### config.mk
export PLATFORM = sky130hd
export DESIGN_NAME = fhal_ctrl
export DESIGN_NICKNAME = d
export VERILOG_FILES = /design/src/rtl/core/fhal_pkg.sv /design/src/rtl/core/fhal_ctrl.sv
export SDC_FILE = /design/constraint.sdc
export NUM_CORES = 1
export LEC_CHECK = 0
export CAP_MARGIN = 0
export CORE_AREA = 5 5 42 44
export DETAILED_ROUTE_END_ITERATION = 12
export DIE_AREA = 0 0 47 49
export DONT_BUFFER_PORTS = 1
export SYNTH_ARGS = -nofsm -noshare
export SYNTH_HDL_FRONTEND = slang
export SYNTH_SLANG_ARGS = --single-unit
### constraint.sdc
create_clock -name clk -period 2.3 [get_ports clk]
set_clock_uncertainty 0.1 [all_clocks]
set_input_delay 0.115 -clock clk [delete_from_list [all_inputs] [get_ports clk]]
set_output_delay 0.115 -clock clk [all_outputs]
set_load 0.1 [all_outputs]
### src/rtl/core/fhal_pkg.sv
// ----------------------------------------------------------------------------
// fhal_pkg
// Shared types and constants for the first-fit heap allocator.
// ----------------------------------------------------------------------------
package fhal_pkg;

  localparam int HEAP_BYTES_DEF = 4096;
  localparam int HDR_BYTES      = 5;
  localparam int SPLIT_SLACK    = 10;
  localparam int SIZE_W         = 12;
  localparam int ST_W           = 3;

  typedef enum logic {
    OP_ALLOC = 1'b0,
    OP_FREE  = 1'b1
  } opcode_t;

  typedef enum logic [ST_W-1:0] {
    ST_OK      = 3'd0,
    ST_ZERO    = 3'd1,
    ST_OOM     = 3'd2,
    ST_DOUBLE  = 3'd3,
    ST_INVALID = 3'd4
  } status_t;

  typedef enum logic [2:0] {
    S_IDLE,
    S_FMT,
    S_WALK,
    S_WAIT,
    S_SPLIT,
    S_NWAIT,
    S_MERGE,
    S_DONE
  } state_t;

  // Controller to datapath
  typedef struct packed {
    logic    take;
    logic    load;
    logic    fmt;
    logic    rd_h;
    logic    rd_nxt;
    logic    adv;
    logic    hold_sz;
    logic    add_nxt;
    logic    wr_rest;
    logic    wr_h_used;
    logic    wr_merge;
    logic    set_code;
    status_t code;
    logic    fin;
  } cmd_t;

  // Datapath to controller
  typedef struct packed {
    logic in_valid;
    logic in_alloc;
    logic in_zero;
    logic free_bad;
    logic formatted;
    logic op_alloc;
    logic h_end;
    logic fit;
    logic split;
    logic is_target;
    logic blk_free;
    logic nxt_in;
    logic out_busy;
  } stat_t;

endpackage

### src/rtl/core/fhal_ctrl.sv
// ----------------------------------------------------------------------------
// fhal_ctrl
// Sequencer for the allocate and free walks.
// ----------------------------------------------------------------------------
module fhal_ctrl (
  input  logic            clk,
  input  logic            rst_n,
  input  fhal_pkg::stat_t stat,
  output fhal_pkg::cmd_t  cmd
);
  import fhal_pkg::*;

  state_t state_r, state_nxt;

  always_ff @(posedge clk) begin
    if (!rst_n) begin
      state_r <= S_IDLE;
    end else begin
      state_r <= state_nxt;
    end
  end

  // Next state
  always_comb begin
    state_nxt = state_r;
    case (state_r)
      S_IDLE: begin
        if (stat.in_valid) begin
          if (stat.in_alloc) begin
            if (stat.in_zero)        state_nxt = S_DONE;
            else if (!stat.formatted) state_nxt = S_FMT;
            else                      state_nxt = S_WALK;
          end else begin
            state_nxt = stat.free_bad ? S_DONE : S_WALK;
          end
        end
      end
      S_FMT:  state_nxt = S_WALK;
      S_WALK: state_nxt = stat.h_end ? S_DONE : S_WAIT;
      S_WAIT: begin
        if (stat.op_alloc) begin
          if (!stat.fit)      state_nxt = S_WALK;
          else if (stat.split) state_nxt = S_SPLIT;
          else                 state_nxt = S_DONE;
        end else begin
          if (!stat.is_target)  state_nxt = S_WALK;
          else if (stat.blk_free) state_nxt = S_DONE;
          else if (stat.nxt_in)   state_nxt = S_NWAIT;
          else                    state_nxt = S_MERGE;
        end
      end
      S_SPLIT: state_nxt = S_DONE;
      S_NWAIT: state_nxt = S_MERGE;
      S_MERGE: state_nxt = S_DONE;
      S_DONE:  state_nxt = stat.out_busy ? S_DONE : S_IDLE;
      default: state_nxt = S_IDLE;
    endcase
  end

  // Commands
  always_comb begin
    cmd = '0;
    cmd.code = ST_OK;
    case (state_r)
      S_IDLE: begin
        cmd.take = 1'b1;
        if (stat.in_valid) begin
          cmd.load = 1'b1;
          if (stat.in_alloc && stat.in_zero) begin
            cmd.set_code = 1'b1;
            cmd.code     = ST_ZERO;
          end else if (!stat.in_alloc && stat.free_bad) begin
            cmd.set_code = 1'b1;
            cmd.code     = ST_INVALID;
          end
        end
      end
      S_FMT: cmd.fmt = 1'b1;
      S_WALK: begin
        if (stat.h_end) begin
          cmd.set_code = 1'b1;
          cmd.code     = stat.op_alloc ? ST_OOM : ST_INVALID;
        end else begin
          cmd.rd_h = 1'b1;
        end
      end
      S_WAIT: begin
        if (stat.op_alloc) begin
          if (!stat.fit) begin
            cmd.adv = 1'b1;
          end else if (stat.split) begin
            cmd.wr_rest = 1'b1;
          end else begin
            cmd.wr_h_used = 1'b1;
            cmd.set_code  = 1'b1;
            cmd.code      = ST_OK;
          end
        end else begin
          if (!stat.is_target) begin
            cmd.adv = 1'b1;
          end else if (stat.blk_free) begin
            cmd.set_code = 1'b1;
            cmd.code     = ST_DOUBLE;
          end else begin
            cmd.hold_sz = 1'b1;
            cmd.rd_nxt  = stat.nxt_in;
          end
        end
      end
      S_SPLIT: begin
        cmd.wr_h_used = 1'b1;
        cmd.set_code  = 1'b1;
        cmd.code      = ST_OK;
      end
      S_NWAIT: cmd.add_nxt = 1'b1;
      S_MERGE: begin
        cmd.wr_merge = 1'b1;
        cmd.set_code = 1'b1;
        cmd.code     = ST_OK;
      end
      S_DONE: cmd.fin = !stat.out_busy;
      default: cmd = '0;
    endcase
  end

endmodule

==> results list, run 1 <==
- Number of port buffers: 0
- Register-to-register setup slack: 0.77 ns
- Setup slack closes at 0.220 ns.
* Shortest period the worst path allows: 2.08 ns
- The count of endpoints failing hold in the final timing report came to 0.
* Max clock buf depth: 2
- Summing the areas of all compound-gate instances in the mapped netlist gives 27.8% of the synthesized area.
- The first global-routing pass estimated 2190 um of wire.
* Maximum cell stage delay along the critical path: 0.55 ns
* Number of placed instances with taps included: 91
- Setup CP Type: reg -> out
* Post-synthesis sequential area ratio: 12.8%
- In this run the cell area measured after placement is 757 um2.
* Xor/xnor share of the synthesized area: 0%
- The worst pin sits at a relative slew slack of 53.1%.
- Setup repair after global routing left no endpoint under its margin.
- Die Span Y: 49 um
- Post-synth EDFFs: 0
* Share of flip-flops with an asynchronous set or reset: 0%
* Area share of and/or/nand/nor cells after synthesis: 51.3%
- Row Count: 14
* Global router's overall resource usage: 12.7%
- Avg Vias per Cell: 5.46
- Leading register cell type out of synthesis: sky130_fd_sc_hd__dfxtp_1
- HPWL after detailed placement: 1160 um
* Max Transition Viols Final: 0
* Final standard cell area without fillers: 803 um2
* Power density of the placed cells: 692 nW/um2
* Clock tree from TritonCTS: built
* Chip width: 47 um
* Die ar.: 2300 um2
* Net total in the final layout: 97
- The initial antenna violation count is 0.
* Largest family of logic cells by synthesized area: simple AND/OR/NAND/NOR gates
* Number of max-cap violations: 0
* WP data required: 2.09 ns
- In this run the critical register-to-register path is launched from state_r[1].
* Part of the cycle the worst path needs: 90.4%
- Summed over all failing endpoints, the final setup total negative slack is 0 ns.
- Starting density of the core: 33.4%
* IR Drop Worst-Case VDD: 0.000408 V
* Launching element of the worst setup path: state_r[1]
- Total grt overflow: 0
* Via count of the first global-routing pass: 510
- The signal on the critical path passes through nand3b_2 -> nand3b_1 -> nor3b_4 -> buf_12.
- Clock Latency Late Sink: 0.24 ns
- Hold Path Class: in -> reg
* Gate count after technology mapping: 62
* Last element of the critical path: cmd[11]
- In this run the worst path has a maximum fanout of 13.
* Pin slew with the least headroom to its limit: 0.701 ns
- The run finished with clean final reports.
* Endpoint type of the worst setup path: output pin
* CP arrival: 1.87 ns
- The detailed router finished its first iteration with 6 violations.
- The register with the most flip-flops in the layout has 3 of them.
- Static timing analysis puts the maximum clock frequency at 0.481 GHz.
- Top flop regs: state_r: 3 flops
- Net count after synthesis: 77
- Counting every sink on the clock net gives 3.
* PnR Total Power: 556 uW
- The largest individual stage delay along the critical path comes from the cell sky130_fd_sc_hd__dfxtp_2.
- The first detailed-routing pass ran for 3 iterations.
* Most flops, register: state_r
- Growth of design area from synthesis to finish: 71.7%
- Counting distinct cell types in the post-synthesis netlist gives 33.
- In the final routed layout, each cell accounts on average for 14.4 um.
- Worst setup slack after placement: 0.485 ns
- Post-route DRC violation count: 0
- Via count: 530
* Gp weighted congestion: 0.776
- Yosys printed 0 warnings.
* Post-Layout Cell Count: 97
- Number of buffers created by CTS: 3
- Core outline area: 1400 um2
- The analysis attributes to cell leakage a power of 0.000298 uW.
* Share of layout cells above drive strength 1: 50.6%
* Clock edge transition at the registers on the reported setup and hold paths: 0.04 ns
- Area share of fa/ha/maj cells after synthesis: 0%
- STA classifies the critical path startpoint as a flip-flop.
- Entering global routing, the biggest net connects 14 pins.
* Reg-to-Reg End: state_r[0]
* Netlist area before placement: 468 um2
- In this run the remaining antenna-violating nets after routing total 0.
* Antenna diode instance count: 0
* Worst R2R Path Depth: 3
- The tree is rooted in a sky130_fd_sc_hd__clkbuf_4.
- Count of state elements after synthesis: 3
* Synth Area per Inst: 7.55 um2
* Total wire length after detailed routing: 1400 um
* Top-Level Pins: 31
- In this run the number of H-tree levels came out at 1.
- Count of final setup violators: 0
* Multiplexer share of the synthesized area: 2.41%
-- cell type report --
class / count / area, um2
Fill cell: 133 / 598
Multi-Input combinational cell: 53 / 485
Timing Repair Buffer: 18 / 198
Sequential cell: 3 / 62.6
Clock buffer: 4 / 26.3
Tap cell: 16 / 20.0
Inverter: 3 / 11.3
-- placed cells by master (no fill, tap or decap), types with 2 or more instances in the layout --
cell type                       instances
sky130_fd_sc_hd__a21oi_1                2
sky130_fd_sc_hd__buf_12                 3
sky130_fd_sc_hd__buf_4                 12
sky130_fd_sc_hd__clkbuf_4               3
sky130_fd_sc_hd__dfxtp_2                2
sky130_fd_sc_hd__dlygate4sd3_1          2
sky130_fd_sc_hd__inv_1                  3
sky130_fd_sc_hd__nand2_1                5
sky130_fd_sc_hd__nand3_1                3
sky130_fd_sc_hd__nand3b_1               5
sky130_fd_sc_hd__nor2_1                 3
sky130_fd_sc_hd__nor2_2                 5
sky130_fd_sc_hd__nor3_4                 2
sky130_fd_sc_hd__nor3b_4                2
sky130_fd_sc_hd__o21ai_0                2
sky130_fd_sc_hd__o21ai_1                2
-- how the worst min path moves through the flow --
stage / startpoint / end / slack, ns / cells past startpoint
final: stat[0] / state_r[1] / 0.04 / 2
after global routing: stat[8] / state_r[1] / 0.07 / 2
after CTS: stat[8] / state_r[1] / 0.06 / 2
after detailed placement: rst_n / state_r[0] / 0.15 / 1
after global placement: rst_n / state_r[0] / 0.14 / 1
after floorplan: rst_n / state_r[0] / 0.14 / 1
-- layer usage --
layer	vias up	global-route usage (%)	share of wire (%)
met3	0	5.90	12
met1	232	16.3	41
met4	0	4.15	0
met5	-	0	0
li1	274	-	-
met2	24	18.3	46
-- Yosys cell counts (all sizes together), types with 2 or more instances --
cell,count,area (um2)
nand2,5,18.8
nor3b,2,20.0
a221oi,2,23.8
nor4b,2,38.8
nor3,2,10.0
nand3b,6,48.8
inv,3,11.3
nor4,2,12.5
nor2,8,30.0
nand3,3,15.0
buf,3,15.0
o21ai,6,33.8
dfxtp,3,60.1
a21oi,2,10.0
-- repair_timing --
item,4_1_cts,5_1_grt
buffers inserted,0,0
resized for setup,0,0
endpoints found under the hold margin,3,0
hold buffers,2,0
-- critical path: cells and delay by family, from the launching register on --
kind	cells	cell delay (ns)
flip-flops	1	0.55
AND/OR/NAND/NOR	3	0.86
buffers and inverters	1	0.20
-- power by group --
group / switching, uW / internal [uW] / total (uW)
Clock: 29.7 / 65.2 / 94.9
Combinational: 250 / 115 / 365
Sequential: 34.7 / 61.4 / 96.1
-- logic make-up after synthesis --
kind of cell,Yosys count
simple gates,36
compound gates,16
buf+inv,6
flops,3
mux,1
-- stage by stage --
step	hold WS [ns]	utilization, %
6_report	0.0423	57.3
5_1_grt	0.0658	57.3
4_1_cts	0.0578	57.3
3_5_place_dp	0.152	54.0
3_3_place_gp	0.140	54.0
2_1_floorplan	0.139	-
No activity file was read; power rests on OpenSTA's default activity.
==> run 2, diff against run 1 <==
--- a/config.mk
+++ b/config.mk
@@ -6,10 +6,11 @@
 export NUM_CORES = 1
 export LEC_CHECK = 0
 export CAP_MARGIN = 0
-export CORE_AREA = 5 5 42 44
+export CORE_AREA = 2 2 39 41
 export DETAILED_ROUTE_END_ITERATION = 12
-export DIE_AREA = 0 0 47 49
+export DIE_AREA = 0 0 41 43
 export DONT_BUFFER_PORTS = 1
+export HOLD_SLACK_MARGIN = 0.08
 export SYNTH_ARGS = -nofsm -noshare
 export SYNTH_HDL_FRONTEND = slang
 export SYNTH_SLANG_ARGS = --single-unit
==> constraint.sdc (replaced) <==
create_clock -name clk -period 2.25 [get_ports clk]
set_clock_uncertainty 0.1 [all_clocks]
set_input_delay 0.1125 -clock clk [delete_from_list [all_inputs] [get_ports clk]]
set_output_delay 0.1125 -clock clk [all_outputs]
set_load 0.1 [all_outputs]
==> results list, run 2 (synthesis gave the netlist of run 1 again) <==
* Result of the run: complete, no violations
- Endpoint type of the worst setup path: flip-flop
- Die Span Y: 43 um (-12%)
- Power density of the placed cells: 687 nW/um2 (-0.78%)
- The final weighted congestion in routability-driven placement is 0.804 (+3.6%).
* Final standard cell area without fillers: 840 um2 (+4.5%)
- Count of H-tree levels built during CTS: 1 (unchanged)
* Chain of cells forming the critical path: inv_1 -> nor4_1 -> o311a_1 -> dlygate4sd3_1
- Core outline area: 1380 um2 (-1.2%)
* PnR Total Power: 577 uW (+3.7%)
* Setup Total Neg Slack: 0 ns (unchanged)
- First DRT Iteration DRCs: 2 (-4)
- The number of filler instances in the final layout is 127 (-4.5%).
* Clock tree from TritonCTS: built
- CP arrival: 2.11 ns (+0.24 ns)
- Top flop regs: state_r: 3 flops
- The maximum fanout count along the critical path came to 13 (unchanged).
* Global-route track usage on met2: 30.6% (+12 points)
- Global Route met1 Usage: 21.0% (+4.7 points)
- Commonest non-fill, non-tap cells in the layout: sky130_fd_sc_hd__buf_4, sky130_fd_sc_hd__nor2_2, sky130_fd_sc_hd__nand2_1, sky130_fd_sc_hd__nand3b_1, sky130_fd_sc_hd__dlygate4sd3_1
- The area growth from synthesis to layout is 79.4%.
* Via count: 575 (+8.5%)
- The number of buffer and inverter stages on the critical path is 2 (+1).
- Timing would allow up to 0.490 GHz.
- Starting density of the core: 33.8% (+0.42 points)
* Setup repair after global routing missed its margin: no
- CTS placed an instance of sky130_fd_sc_hd__clkbuf_4 at the clock tree root.
- The clock edge transition at the registers on the reported setup and hold paths is 0.04 ns (about the same).
- The number of port buffers is 0 (unchanged).
* Top-Level Pins: 31 (unchanged)
- Count of final setup violators: 0 (unchanged)
* Avg Vias per Cell: 5.75 (+5.2%)
* Setup CP Type: reg -> reg
- The iteration count of the initial detailed-routing pass was 4 (+1).
- The count of final max-slew check failures was 0 (unchanged).
- The worst-margin pin slew came to 0.695 ns (-0.00628 ns).
- Chip width: 41 um (-13%)
- Fraction of met3 tracks used by global routing: 0% (-5.9 points)
- Most used routing layer: met2
- Average wire length per cell after detail routing: 13.4 um (-7.1%)
- Max reg flops: 3 (unchanged)
* HPWL after detailed placement: 1110 um (-4.0%)
- The cell area after placement is 757 um2 (unchanged).
- The delay of the slowest cell on the worst path came to 0.55 ns (about the same).
* DRT antenna net count: 0 (unchanged)
* Kind of cell with the highest combined delay on the critical path: buffers and inverters
- The number of core rows is 14 (unchanged).
- Clock Latency Late Sink: 0.23 ns (about the same)
* Most flops, register: state_r
- The maximum root-to-sink buffer count came to 2 (unchanged).
- The area of the die is 1760 um2 (-23%).
- The clock sink count was 3 (unchanged).
- Final Hold Vio Count: 0 (unchanged)
* Share of layout cells above drive strength 1: 50.0% (-0.62 points)
- First-pass GRT wire length: 2210 um (+1.2%)
- The sum of routed wire length over all layers came to 1340 um (-4.2%).
- The minimum setup slack in the final design was 0.207 ns (-0.0124 ns).
* Post-route DRC violation count: 0 (unchanged)
* Antenna diode instance count: 0 (unchanged)
- The min-delay analysis places its worst path in the category in -> reg.
- The share of the core filled with cells is 60.7% (+3.3 points).
* Worst setup slack after placement: 0.449 ns (-0.0356 ns)
- Number of max-cap violations: 0 (unchanged)
* Relative slew slack: 53.5% (+0.42 points)
- Of the available clock period, the critical path in the final layout requires 90.8%.
- Standby leakage power: 0.000315 uW (+5.7%)
* WP data required: 2.32 ns (+0.23 ns)
- Total grt overflow: 0 (unchanged)
- The number of CTS-inserted buffers is 3 (unchanged).
- CP startpoint kind: flip-flop
* IR Drop Worst-Case VDD: 0.000421 V (+3.1%)
* Number of antenna violations at the first check in global routing: 0 (unchanged)
- The global router's overall resource usage came to 17.6% (+4.9 points).
* Via count of the first global-routing pass: 553 (+8.4%)
- Maximum number of pins on one net before global-route repair: 14 (unchanged)
- Worst path slowest cell: sky130_fd_sc_hd__dfxtp_2
* Shortest period the worst path allows: 2.04 ns
- Leaving out fill and tap cells, the most frequent cell in the layout is sky130_fd_sc_hd__buf_4.
- Net total in the final layout: 100 (+3.1%)
==> run 2: worst paths after layout <==
path,slack (ns),end,cells past startpoint,startpoint
max reg2reg,0.21,state_r[0],4,state_r[1]
min,0.09,state_r[2],3,stat[12]
max,0.21,state_r[0],4,state_r[1]
min reg2reg,0.59,state_r[2],1,state_r[0]
==> run 2: through the flow <==
stage / cells / hold WS, ns
after floorplan: 62 / 0.136
after global placement: 91 / 0.140
after detailed placement: 91 / 0.143
after CTS: 101 / 0.0864
after global routing: 100 / 0.0967
final: 100 / 0.0943
==> run 2: where the power goes <==
part	internal (uW)	switching, uW	total (uW)
clock network	66.3	25.5	91.8
registers	62.9	34.0	96.8
logic	126	263	388
total	255	322	577
==> run 2: area by class of cell <==
| type | instances | area, um2 | area share [%] |
|---|---|---|---|
| Clock buffer | 4 | 26.3 | 3.13 |
| Inverter | 3 | 11.3 | 1.34 |
| Multi-Input combinational cell | 53 | 492 | 58.6 |
| Sequential cell | 3 | 62.6 | 7.45 |
| Tap cell | 16 | 20.0 | 2.38 |
| Timing Repair Buffer | 21 | 228 | 27.1 |
==> run 2: worst min-delay path: stages <==
cell,delay (ns)
sky130_fd_sc_hd__nor4b_4,0.14
sky130_fd_sc_hd__o21ai_2,0.07
sky130_fd_sc_hd__a221oi_2,0.05
==> run 2: per-layer routing <==
metal | vias up | routed length (um)
li1 | 277 | -
met1 | 274 | 502
met2 | 22 | 732
met3 | 2 | 85
met4 | 0 | 19
met5 | - | 0
==> run 2: timing repair <==
item / in CTS / in global routing
setup buffers: 0 / 0
setup endpoints to repair: 0 / 1
hold endpoints to repair: 3 / 0
gates resized for setup: 0 / 1
hold buffers: 6 / 0
==> run 3, diff against run 2 <==
--- a/config.mk
+++ b/config.mk
@@ -10,6 +10,7 @@
 export DETAILED_ROUTE_END_ITERATION = 12
 export DIE_AREA = 0 0 41 43
 export DONT_BUFFER_PORTS = 1
+export GPL_TIMING_DRIVEN = 0
 export HOLD_SLACK_MARGIN = 0.08
 export SYNTH_ARGS = -nofsm -noshare
 export SYNTH_HDL_FRONTEND = slang
==> results list, run 3 (synthesis gave the netlist of run 1 again) <==
- STA classifies the critical path endpoint as an output pin.
- The clock sink count is 3 (unchanged).
- The count of final max-slew check failures is 0 (unchanged).
- In this run the worst setup path begins at state_r[2].
* Power density of the placed cells: 718 nW/um2 (+4.5%)
- First DRT Iteration DRCs: 18 (+16)
* Kind of cell with the highest combined delay on the critical path: simple AND/OR/NAND/NOR gates
- Clock tree from TritonCTS: built
- Pin slew with the least headroom to its limit: 1.32 ns (+0.628 ns)
- Relative to the synthesized area, the layout overhead comes to 85.8%.
- Root buffer selected by CTS: sky130_fd_sc_hd__clkbuf_4
- The count of antenna-violating nets left after detailed routing is 0 (unchanged).
- The area of the die is 1760 um2 (unchanged).
- Final setup slack of the worst path: -0.173 ns (-0.380 ns)
* Startpoint of the most critical register-to-register path: state_r[1]
- Setup repair after global routing could not meet its margin everywhere.
- The internal power was 284 uW (+11%).
- Gp weighted congestion: 0.860 (+7.0%)
- In the layout the commonest cells are sky130_fd_sc_hd__buf_4, sky130_fd_sc_hd__nor2_2, sky130_fd_sc_hd__nand2_1, sky130_fd_sc_hd__nand3b_1, sky130_fd_sc_hd__dlygate4sd3_1.
- The cell count of the worst reg-to-reg path was 8 (+4).
* Avg Vias per Cell: 6.00 (+4.3%)
* Maximum number of pins on one net before global-route repair: 11 (-3)
- Part of the power in the clock network: 14.9% (-1.0 points)
- The critical path data arrival time is 2.21 ns (+0.10 ns).
- The min-delay analysis places its worst path in the category in -> reg.
* CP startpoint kind: flip-flop
* Clock Latency Late Sink: 0.23 ns (about the same)
* Number of inserted filler cells in the final layout: 116 (-8.7%)
- Leaving out fill and tap cells, the most frequent cell in the layout is sky130_fd_sc_hd__buf_4.
- Row Count: 14 (unchanged)
* Number of detailed-route iterations in the first pass: 4 (unchanged)
* CP max FO: 3 (-10)
* Clock edge transition at the registers on the reported setup and hold paths: 0.03 ns (about the same)
- The number of CTS-inserted buffers was 3 (unchanged).
* Area taken by flip-flops and latches: 68.8 um2 (+10%)
* Post-route DRC violation count: 0 (unchanged)
* Count of H-tree levels built during CTS: 1 (unchanged)
- Register-to-register setup slack: 0.07 ns (-0.14 ns)
- Setup CP Type: reg -> out
- Ranked by flip-flop count, first place goes to state_r.
* Number of antenna violations at the first check in global routing: 0 (unchanged)
- Chip width: 41 um (unchanged)
* Chain of cells forming the critical path: nor4b_4 -> buf_6 -> a2bb2o_4 -> nand3b_1
- The required time of the worst setup path was 2.04 ns (-0.28 ns).
- Global router's overall resource usage: 20.1% (+2.5 points)
- Average wire length per cell after detail routing: 16.8 um (+25%)
- The share of the core filled with cells was 62.8% (+2.2 points).
- The routed via count is 612 (+6.4%).
- Antenna diode instance count: 0 (unchanged)
* Maximum cell stage delay along the critical path: 0.81 ns (+0.26 ns)
- Share of power burned in combinational logic: 72.4% (+5.1 points)
- The ratio of cells with drive above 1 in the final layout came to 51.2% (+1.2 points).
- Standby leakage power: 0.000334 uW (+5.9%)
* Portion of total power attributed to sequential cells: 12.7% (-4.1 points)
- The final setup violation count was 1 (+1).
- The global-route wire length before repair came to 2420 um (+9.1%).
- Reg-to-Reg End: state_r[0]
* Multi-input logic area: 505 um2 (+2.8%)
- Core outline area: 1380 um2 (unchanged)
* Worst path slowest cell: sky130_fd_sc_hd__nand3b_1
- Net total in the final layout: 102 (+2.0%)
- Die Span Y: 43 um (unchanged)
- Result of the run: finished with violations
- The switching power as a share of total power came to 54.5% (-1.3 points).
- The global route total overflow came to 0 (unchanged).
- Max reg flops: 3 (unchanged)
* Starting density of the core: 33.8% (unchanged)
- The HPWL after detailed placement came to 1040 um (-6.2%).
* IR Drop Worst-Case VDD: 0.000433 V (+3.0%)
* Relative slew slack: 11.1% (-42 points)
* Part of the cycle the worst path needs: 108% (+17 points)
- The minimum clock period came to 2.42 ns (+0.380 ns).
- The depth of the critical timing path with buffers and inverters included came to 4 (unchanged).
- The maximum root-to-sink buffer count was 2 (unchanged).
* Total wire length after detailed routing: 1710 um (+28%)
* Top-Level Pins: 31 (unchanged)
- Via count of the first global-routing pass: 581 (+5.1%)
- Reported net switching power: 340 uW (+5.7%)
- The upper clock frequency limit is 0.413 GHz (-16%).
- Violated checks: negative setup slack
* Number of port buffers: 0 (unchanged)
- The most critical setup path has its endpoint at cmd[4].
* Top flop regs: state_r: 3 flops
* Final Hold Vio Count: 0 (unchanged)
- The number of buffer and inverter stages on the critical path was 1 (-1).
- The worst slack on hold paths was 0.121 ns (+0.0269 ns).
- Number of max-cap violations: 0 (unchanged)
run 3: worst min path at each step:
stage | from | end | slack [ns] | cells past startpoint
detailed placement | rst_n | state_r[0] | 0.15 | 1
CTS | stat[0] | state_r[2] | 0.11 | 3
global route | stat[0] | state_r[2] | 0.16 | 3
global placement | rst_n | state_r[0] | 0.14 | 1
floorplan | rst_n | state_r[0] | 0.14 | 1
finish | stat[0] | state_r[2] | 0.12 | 3
run 3: what timing repair did:
action	CTS	global route
hold buffers	5	0
resized for setup	5	6
hold endpoints to repair	3	0
pin swaps	4	3
buffers inserted	5	6
setup endpoints to repair	4	4
run 3: power by group through the flow:
stage	Clock, uW	Combinational, uW	Sequential (uW)
floorplan	0	296	75.5
global placement	0	314	79.0
detailed placement	0	384	79.4
CTS	99.7	430	76.3
global route	106	470	80.0
finish	93.0	452	79.3
run 3: through the flow:
| step | power (uW) | cells | instance area, um2 | worst slack, ns | setup TNS, ns |
|---|---|---|---|---|---|
| 2_1_floorplan | 372 | 62 | 526 | -0.753 | -1.25 |
| 3_3_place_gp | 393 | 78 | 546 | -0.820 | -2.14 |
| 3_5_place_dp | 463 | 82 | 664 | -0.0562 | -0.0562 |
| 4_1_cts | 606 | 96 | 813 | -0.115 | -0.115 |
| 5_1_grt | 657 | 102 | 870 | -0.240 | -0.261 |
| 6_report | 624 | 102 | 870 | -0.173 | -0.173 |
run 3: final cells by class:
cell class                 count  share of cell area (%)
sequential                     3                    7.91
clock buffer                   4                    3.02
timing repair buffer          20                    24.5
tap                           16                    2.30
buffer                         3                    2.88
multi-input combinational     53                    58.1
inverter                       3                    1.29
run 3: worst register-to-register path, delay by kind of cell (launching register included):
family,cells,cell delay [ns]
AO/OA/AOI/OAI,2,0.19
AND/OR/NAND/NOR,1,0.24
buffers and inverters,5,1.18
flip-flops,1,0.35
run 3: metal layers:
layer	GRT usage, %	part of all wire, %
met2	35.3	55
met1	21.0	34
met5	0	0
met4	9.33	3.3
met3	4.19	6.9
